## src/hdl/mpv_pkg.sv

```systemverilog
// mpv_pkg: shared types, constants and lookup functions for the managed path validator
// no dependencies
`default_nettype none

package mpv_pkg;

  localparam int unsigned PREFIX_LEN = 10;

  localparam logic [2:0] PH_ROOT       = 3'd0;
  localparam logic [2:0] PH_AFTER_ROOT = 3'd1;
  localparam logic [2:0] PH_NAME       = 3'd2;
  localparam logic [2:0] PH_SEGMENT    = 3'd3;

  localparam logic [7:0] CH_NUL   = 8'h00;
  localparam logic [7:0] CH_SLASH = 8'h2F;
  localparam logic [7:0] CH_DOT   = 8'h2E;
  localparam logic [7:0] CH_COLON = 8'h3A;
  localparam logic [7:0] CH_BSL   = 8'h5C;
  localparam logic [7:0] CH_SPACE = 8'h20;

  typedef struct packed {
    logic       fire;
    logic [7:0] code;
  } mpv_step_t;

  function automatic logic [7:0] root_byte(input logic [3:0] idx);
    logic [7:0] b;
    case (idx)
      4'd0:    b = 8'h2F;
      4'd1:    b = 8'h46;
      4'd2:    b = 8'h69;
      4'd3:    b = 8'h72;
      4'd4:    b = 8'h65;
      4'd5:    b = 8'h66;
      4'd6:    b = 8'h6C;
      4'd7:    b = 8'h79;
      4'd8:    b = 8'h4F;
      4'd9:    b = 8'h53;
      default: b = 8'h00;
    endcase
    return b;
  endfunction

  function automatic logic [3:0] name_len(input logic [3:0] name);
    logic [3:0] n;
    case (name)
      4'd0:    n = 4'd5;
      4'd1:    n = 4'd10;
      4'd2:    n = 4'd8;
      4'd3:    n = 4'd6;
      4'd4:    n = 4'd7;
      4'd5:    n = 4'd7;
      4'd6:    n = 4'd4;
      default: n = 4'd0;
    endcase
    return n;
  endfunction

  // strings are right-justified, first character at the top
  function automatic logic [7:0] name_char(input logic [3:0] name, input logic [3:0] pos);
    logic [127:0] s;
    logic [3:0]   n;
    logic [3:0]   k;
    n = name_len(name);
    case (name)
      4'd0:    s = 128'("Music");
      4'd1:    s = 128'("Recordings");
      4'd2:    s = 128'("Pictures");
      4'd3:    s = 128'("Themes");
      4'd4:    s = 128'("Updates");
      4'd5:    s = 128'("Backups");
      4'd6:    s = 128'("Logs");
      default: s = '0;
    endcase
    k = n - 4'd1 - pos;
    if (pos < n) begin
      return s[{k, 3'b000} +: 8];
    end
    return 8'h00;
  endfunction

endpackage

`default_nettype wire

```

## src/hdl/mpv_core.sv

```systemverilog
// mpv_core: path state registers and the per-byte check logic
// depends on mpv_pkg
`default_nettype none

module mpv_core
  import mpv_pkg::*;
#(
  parameter int unsigned NAME_COUNT = 7
) (
  input  wire logic      clk,
  input  wire logic      rst_n,
  input  wire mpv_step_t step,
  output logic           verdict
);

  logic [2:0]            phase_r, phase_nxt;
  logic [3:0]            prefix_pos_r, prefix_pos_nxt;
  logic [NAME_COUNT-1:0] cand_r, cand_nxt;
  logic [3:0]            name_pos_r, name_pos_nxt;
  logic [1:0]            seg_len_r, seg_len_nxt;
  logic                  seg_dots_r, seg_dots_nxt;
  logic                  rej_r, rej_nxt;

  logic [NAME_COUNT-1:0] len_hit;
  logic [NAME_COUNT-1:0] char_hit;
  logic                  name_done;
  logic [3:0]            prefix_inc;
  logic                  dot_seg;
  logic [7:0]            c;

  assign c = step.code;

  always_comb begin
    for (int i = 0; i < NAME_COUNT; i++) begin
      len_hit[i]  = (name_len(4'(i)) == name_pos_r);
      char_hit[i] = (name_pos_r < name_len(4'(i))) && (name_char(4'(i), name_pos_r) == c);
    end
  end

  assign name_done  = |(cand_r & len_hit);
  assign prefix_inc = prefix_pos_r + 4'd1;
  assign dot_seg    = ((seg_len_r == 2'd1) || (seg_len_r == 2'd2)) && seg_dots_r;

  always_comb begin
    if (rej_r) begin
      verdict = 1'b0;
    end else begin
      case (phase_r)
        PH_AFTER_ROOT: verdict = 1'b1;
        PH_NAME:       verdict = (name_pos_r == 4'd0) || name_done;
        PH_SEGMENT:    verdict = !dot_seg;
        default:       verdict = 1'b0;
      endcase
    end
  end

  always_comb begin
    phase_nxt      = phase_r;
    prefix_pos_nxt = prefix_pos_r;
    cand_nxt       = cand_r;
    name_pos_nxt   = name_pos_r;
    seg_len_nxt    = seg_len_r;
    seg_dots_nxt   = seg_dots_r;
    rej_nxt        = rej_r;
    if (c == CH_NUL) begin
      phase_nxt      = PH_ROOT;
      prefix_pos_nxt = '0;
      cand_nxt       = '1;
      name_pos_nxt   = '0;
      seg_len_nxt    = '0;
      seg_dots_nxt   = 1'b1;
      rej_nxt        = 1'b0;
    end else if (!rej_r) begin
      case (phase_r)
        PH_ROOT: begin
          if (c != root_byte(prefix_pos_r)) begin
            rej_nxt = 1'b1;
          end else begin
            prefix_pos_nxt = prefix_inc;
            if (({1'b0, prefix_inc} >= 5'(PREFIX_LEN)) || (prefix_inc == 4'd0)) begin
              phase_nxt = PH_AFTER_ROOT;
            end
          end
        end
        PH_AFTER_ROOT: begin
          if (c == CH_SLASH) begin
            phase_nxt = PH_NAME;
          end else begin
            rej_nxt = 1'b1;
          end
        end
        PH_NAME: begin
          if (c == CH_SLASH) begin
            if ((name_pos_r != 4'd0) && name_done) begin
              phase_nxt    = PH_SEGMENT;
              seg_len_nxt  = '0;
              seg_dots_nxt = 1'b1;
            end else begin
              rej_nxt = 1'b1;
            end
          end else begin
            cand_nxt = cand_r & char_hit;
            if (name_pos_r != 4'hF) begin
              name_pos_nxt = name_pos_r + 4'd1;
            end
            if ((cand_r & char_hit) == '0) begin
              rej_nxt = 1'b1;
            end
          end
        end
        PH_SEGMENT: begin
          if ((c == CH_BSL) || (c == CH_COLON) || (c < CH_SPACE)) begin
            rej_nxt = 1'b1;
          end else if (c == CH_SLASH) begin
            if ((seg_len_r == 2'd0) || dot_seg) begin
              rej_nxt = 1'b1;
            end else begin
              seg_len_nxt  = '0;
              seg_dots_nxt = 1'b1;
            end
          end else begin
            if (seg_len_r != 2'd3) begin
              seg_len_nxt = seg_len_r + 2'd1;
            end
            if (c != CH_DOT) begin
              seg_dots_nxt = 1'b0;
            end
          end
        end
        default: rej_nxt = 1'b1;
      endcase
    end
  end

  always_ff @(posedge clk) begin
    if (!rst_n) begin
      phase_r      <= PH_ROOT;
      prefix_pos_r <= '0;
      cand_r       <= '1;
      name_pos_r   <= '0;
      seg_len_r    <= '0;
      seg_dots_r   <= 1'b1;
      rej_r        <= 1'b0;
    end else if (step.fire) begin
      phase_r      <= phase_nxt;
      prefix_pos_r <= prefix_pos_nxt;
      cand_r       <= cand_nxt;
      name_pos_r   <= name_pos_nxt;
      seg_len_r    <= seg_len_nxt;
      seg_dots_r   <= seg_dots_nxt;
      rej_r        <= rej_nxt;
    end
  end

endmodule

`default_nettype wire

```

## src/hdl/managed_path_validator_top.sv

```systemverilog
// Managed path validator. Takes one path byte per transfer and answers with one
// verdict transfer for each zero byte, which ends the path; non-zero bytes give no
// transfer. A byte can be taken every cycle while input is not stalled: it is held in
// the input register, checked by the combinational logic in mpv_core, and a verdict
// lands in the output register. The block stalls input only while a zero byte waits
// for a full output register that is not being drained.
// depends on mpv_pkg and mpv_core
`default_nettype none

module managed_path_validator_top
  import mpv_pkg::*;
#(
  parameter int unsigned NAME_COUNT = 7
) (
  input  wire logic       clk,
  input  wire logic       rst_n,
  input  wire logic       in_valid,
  output logic            in_ready,
  input  wire logic [7:0] in_path_char,
  output logic            out_valid,
  input  wire logic       out_ready,
  output logic            out_accepted
);

  logic       in_vld_r, in_vld_nxt;
  logic [7:0] in_char_r;
  logic       out_vld_r, out_vld_nxt;
  logic       out_acc_r;
  logic       is_end;
  logic       fire;
  logic       verdict;
  mpv_step_t  step;

  assign is_end   = (in_char_r == CH_NUL);
  assign fire     = in_vld_r && (!is_end || !out_vld_r || out_ready);
  assign in_ready = !in_vld_r || fire;

  assign step.fire = fire;
  assign step.code = in_char_r;

  mpv_core #(
    .NAME_COUNT(NAME_COUNT)
  ) u_core (
    .clk     (clk),
    .rst_n   (rst_n),
    .step    (step),
    .verdict (verdict)
  );

  always_comb begin
    in_vld_nxt = in_vld_r;
    if (in_ready) begin
      in_vld_nxt = in_valid;
    end
    out_vld_nxt = out_vld_r && !out_ready;
    if (fire && is_end) begin
      out_vld_nxt = 1'b1;
    end
  end

  always_ff @(posedge clk) begin
    if (!rst_n) begin
      in_vld_r  <= 1'b0;
      out_vld_r <= 1'b0;
    end else begin
      in_vld_r  <= in_vld_nxt;
      out_vld_r <= out_vld_nxt;
    end
  end

  always_ff @(posedge clk) begin
    if (in_ready && in_valid) begin
      in_char_r <= in_path_char;
    end
    if (fire && is_end) begin
      out_acc_r <= verdict;
    end
  end

  assign out_valid    = out_vld_r;
  assign out_accepted = out_acc_r;

endmodule

`default_nettype wire
```

## config.mk

```make
export PLATFORM = sky130hd
export DESIGN_NAME = managed_path_validator_top
export DESIGN_NICKNAME = d
export VERILOG_FILES = /design/src/hdl/mpv_pkg.sv /design/src/hdl/mpv_core.sv /design/src/hdl/managed_path_validator_top.sv
export SDC_FILE = /design/constraint.sdc
export NUM_CORES = 1
export LEC_CHECK = 0
export ABC_AREA = 1
export BUFFER_PORTS_ARGS = -buffer_cell sky130_fd_sc_hd__clkbuf_2
export CAP_MARGIN = 25
export CORE_MARGIN = 2
export CORE_UTILIZATION = 30
export CTS_CLUSTER_DIAMETER = 30
export DETAILED_ROUTE_END_ITERATION = 16
export GPL_TIMING_DRIVEN = 1
export PLACE_DENSITY = 0.51
export SLEW_MARGIN = 30
export SYNTH_ARGS = -nofsm -noshare
export SYNTH_HDL_FRONTEND = slang
export SYNTH_HIERARCHICAL = 1
export SYNTH_SLANG_ARGS = --single-unit
export TNS_END_PERCENT = 20
```

## constraint.sdc

```tcl
create_clock -name clk -period 3.3 [get_ports clk]
set_input_delay 0.825 -clock clk [delete_from_list [all_inputs] [get_ports clk]]
set_output_delay 0.825 -clock clk [all_outputs]
set_load 0.01 [all_outputs]
```

# ---- Word level (Yosys, flattened, before mapping)
# Memories as Yosys holds them, arrays and structs flattened. A register that Yosys moved wholly into a read port is not among the register bits.
# Index checks and enable logic that the tools add are counted.
dict set report totals {
  reg_bits 33
  rom_bits 112
  output_inout_bits 3
  wordCells 198
  memories 1
}
dict set report op_classes {
  n_addsub 9
  order_cmp 8
  n_eq_ne 37
  shifts 7
  muxes 77
  bitwise_logic 2
  n_reduce_logical 46
}
# name depth word_bits rd rd_clocked_by_memory_dff wr line_no
set memory_table {}
lappend memory_table {{(no name shown)} 16 7 1 1 0 mpv_pkg.sv:28} ;# case (idx)
# op count
set op_table {}
lappend op_table {{$shiftx 128x8->8 const A} 7}
lappend op_table {{$mux 8} 17}
lappend op_table {{$eq 8x8->1} 7}
lappend op_table {{$mux 4} 11}
lappend op_table {{$mux 7} 4}
lappend op_table {{$mux 1} 25}
lappend op_table {{$reduce_and 8->1} 3}
lappend op_table {{$mux 3} 7}
lappend op_table {{$eq 3x4->1 const A} 4}
lappend op_table {{$eq 8x6->1 const B} 2}
lappend op_table {{$lt 4x3->1 const B} 4}
lappend op_table {{$mux 2} 8}
lappend op_table {{$sub 3x4->4 const A} 4}
lappend op_table {{$and 7x7->7} 2}
lappend op_table {{$logic_and 1x1->1} 13}
lappend op_table {{$ne 3x2->1 const B} 4}
lappend op_table {{$logic_or 1x1->1} 9}
lappend op_table {{$pmux 3 s3} 1}
lappend op_table {{$add 4x1->4 const B} 2}
lappend op_table {{$eq 4x4->1 const A} 2}
lappend op_table {{$eq 8x7->1 const B} 1}
lappend op_table {{$logic_not 4->1} 2}
lappend op_table {{$logic_not 8->1} 1}
lappend op_table {{$lt 4x4->1 const B} 2}
lappend op_table {{other kinds (29)} 44}

# ---- Depth between registers and ports, before layout
dict set report depth {
  depth_word 13
  depth_mapped 20
  depth_no_buf 19
}

# ---- Modules after synthesis
# Netlist, hierarchy kept.
# mod instances cells_each area_per_inst_um2
set by_module_without_submodules {}
lappend by_module_without_submodules {mpv_core 1 604 3611.0}
lappend by_module_without_submodules {managed_path_validator_top 1 31 407.9}

# ---- Least setup slack after synthesis
# No wires, ideal clock.
dict set report synth_path {
  kind {in2reg}
  start {in out_ready}
  end {reg (tool-made name)}
  setup_time_ps 113
  arrival_time_ps 2479
  required_time_ps 3187
  slack_ps 708
  path_stages 16
  path_cell_list {nor2_1 a21boi_0 inv_1 nor2_1 inv_1 nor2_1 nand2_1 nand2_2 o21ai_0 nand2_1 inv_1 ha_1 nand3_1 nand2_1 nand2_1 nand2_1}
}
# item line_no
set synth_lines {}
lappend synth_lines {{start: declaration} managed_path_validator_top.sv:21} ;# input wire logic out_ready,

==> out/summary.txt <==
Status -> finished, final reports clean
Ratio of cells with drive above 1 in the final layout -> 0.125
Nets@finish -> 702
Clk buf depth -> 2
Slew headroom -> 0.627
I/O pin total -> 15
Critical path's most frequent cell -> nand2_1
DRC -> 0
Largest net degree at the start of global routing -> 19
Area grow syn2layout -> 10.4%
Pre-Repair DR Iteration Count -> 5
FP Rows -> 42
Placed cell areas -> 4300 um^2
Leakage -> 2.24 nW
Post-layout util -> 0.338
Hold buffers post-CTS -> 0
Cell count after synthesis -> 635
Critical Path Start Type -> flip-flop
I/O Buffers -> 14
Number of synthesis warnings -> 6
Final ANT Viol Nets -> 0
Max FO, Critical Path -> 7
Final period util -> 0.865
Initial DRC count -> 232
Final clock skew -> 0.00839 ns
RSZ-0062 raised after global routing -> false
Slowest cell on crit path -> edfxtp_1
HPWL Detailed -> 9.13 mm
Register area share after synthesis -> 0.217
Worst R2R Start -> in_char_r[6]
Yosys top cell by area -> nand2_1
CTS Sinks -> 39
Initial antenna violation count -> 0
Max Cap Violations -> 0
Worst path top cell family by delay -> simple AND/OR/NAND/NOR gates
Max frequency -> 350 MHz
Overall Global Routing Usage -> 0.172
TritonCTS Buffers -> 5
Switch Pwr -> 0.304 mW
WS Path Type -> flip-flop to flip-flop
First-pass GRT wire length -> 19.7 mm
Synth cell types -> 46
Reg2reg setup slack -> 0.44 ns
Root Buffer -> clkbuf_16
CP Buf/Inv Count -> 3
Sw Share -> 0.267
# Post-CTS Setup Buffers -> 0
Crit-path cells -> nor2_1, nand2_1, nor2_2, a21boi_0, inv_1, nor2_1, inv_1, nor2_1, nand2_1, nand2_2, o21ai_0, nand2_1, inv_1, ha_1, nand3_1, nand2_1, nand2_1, nand2_1
Min Hold Slack -> 0.473 ns
Worst reg-to-reg path cell count -> 18
Initial core utilization -> 0.306
Setup TNS -> 0 ns
Wirelength, routed -> 11.8 mm
CP Data Required Time -> 3.47 ns
Final min period -> 2.86 ns
Syn Nets -> 682
Final Instance Count excl. Fillers -> 832
GPL Wtd Cong -> 0.902
H-tree depth -> 2
Placed cell count -> 824
Post-CTS resize count -> 0
Diodes inserted -> 0
Syn_area_per_cell -> 6.33 um^2
TritonCTS clock tree -> built
Sequential power share -> 0.447
Clock-pin slew on the worst setup and hold paths -> 0.06 ns
Vias in the first global route -> 3960
Die Span X -> 120 um
Die area -> 14300 um^2
Worst Hold Launch -> u_core/rej_r
Vias -> 4070
Worst Hold End -> u_core/rej_r
Synth area leaders -> nand2_1, dfxtp_1, ha_1, edfxtp_1, nor2_1
Clk_lat worst skew -> 0.28 ns
Via density -> 4.89
Hold Path Cell Cnt -> 2
GRT overflow -> 0
Worst Max-Slew Pin Slew -> 0.560 ns
CP Capture Type -> flip-flop
Finished layout cell area -> 4440 um^2
Largest stage delay, worst path -> 0.55 ns
Fill count -> 1475
Yosys top cell area share -> 0.180
Final setup vio count -> 0
Final hold viol count -> 0
Seq cells post-synth -> 39
Worst EP arrival -> 3.02 ns
Pint -> 0.832 mW
Peak VDD IR -> 0.219 mV
Clk pwr share -> 0.401
Worst min path class -> flip-flop to flip-flop
Power per Cell Area -> 256 nW/um^2
Wire per inst -> 14.2 um
Fin. max-slew vios -> 0
Synthesized cell area -> 4020 um^2
Chip height -> 120 um
Comb pwr share -> 0.151
Core Area -> 13100 um^2
-- layer usage --
metal  vias up  global-route usage  part of all wire
li1       2097                   -                 -
met1      1848               0.216              0.45
met2        97               0.295              0.46
met3        28              0.0295             0.048
met4         0              0.0654             0.035
met5         -                   0                 0
-- placed cells by master (no fill, tap or decap), types with 3 or more instances in the layout --
cell type    n
ha_1        35
clkbuf_2    14
clkbuf_16    5
nand2_4      4
nor3_1       7
xnor2_1      4
edfxtp_1     9
nor2_2       5
nor2_1      72
nand2_1    193
nand3b_1     3
nand3_1     50
nand2_2     10
inv_1       67
nand4_1     18
o21ai_0     27
xor2_1       9
dfxtp_1     30
a21oi_1     21
inv_2        9
buf_4       13
o21ai_1      9
o22ai_1      6
nand3_2      5
-- power by group through the flow --
stage	clock network, mW	registers [mW]	logic [mW]
5_1_grt	0.489	0.509	0.189
6_report	0.456	0.508	0.172
3_3_place_gp	0	0.518	0.170
3_5_place_dp	0	0.519	0.170
4_1_cts	0.473	0.508	0.171
2_1_floorplan	0	0.516	0.122
-- worst reg2reg max path, stage by stage, from the launching register on --
cell	delay, ns
edfxtp_1	0.55
nor2_1	0.07
nand2_1	0.11
nor2_2	0.07
a21boi_0	0.30
inv_1	0.08
nor2_1	0.09
inv_1	0.09
nor2_1	0.20
nand2_1	0.13
nand2_2	0.12
o21ai_0	0.10
nand2_1	0.17
inv_1	0.12
ha_1	0.31
nand3_1	0.08
nand2_1	0.05
nand2_1	0.06
nand2_1	0.05
-- worst max-delay path by stage --
stage / from / endpoint / slack (ns) / cells after the start
6_report: in_char_r[6] / flip-flop / 0.44 / 18
5_1_grt: in_char_r[6] / flip-flop / 0.11 / 18
4_1_cts: in_char_r[6] / flip-flop / 0.45 / 18
3_5_place_dp: out_ready / flip-flop / 0.28 / 17
3_3_place_gp: out_ready / flip-flop / 0.39 / 17
2_1_floorplan: out_ready / flip-flop / 0.71 / 16
-- synth_stat cells (all sizes together) --
library cell  instances
nand2               207
nor2                 81
inv                  78
nand3                56
o21ai                37
ha                   35
dfxtp                30
a21oi                24
nand4                19
buf                  13
edfxtp                9
nor3                  9
xor2                  9
o22ai                 6
xnor2                 4
clkinv                3
nand3b                3
a31oi                 2
o211ai                2
or2                   2
a21boi                1
a221oi                1
a22o                  1
a32oi                 1
clkbuf                1
o31ai                 1
-- stage by stage --
stage	power (mW)	setup WS (ns)
global route	1.19	0.114
global placement	0.688	0.388
CTS	1.15	0.448
detailed placement	0.689	0.281
finish	1.14	0.444
floorplan	0.639	0.708
-- kinds of logic after synthesis --
logic type,after synthesis,share of synthesized area
AOI/OAI and AO/OA,76,0.108
and+or+nand+nor,377,0.434
buffers and inverters,95,0.104
adders and majority gates,35,0.109
DFF,39,0.217
xor gates and xnor gates,13,0.0283
-- cell type report --
class | count | area, um^2 | area share
Sequential cell | 39 | 871 | 0.196
Clock inverter | 1 | 5.00 | 0.00113
Inverter | 81 | 310 | 0.0699
Clock buffer | 7 | 133 | 0.0299
Tap cell | 176 | 220 | 0.0496
Timing Repair Buffer | 27 | 168 | 0.0378
Multi-Input combinational cell | 501 | 2730 | 0.615
(Power assumes the default switching activity.)
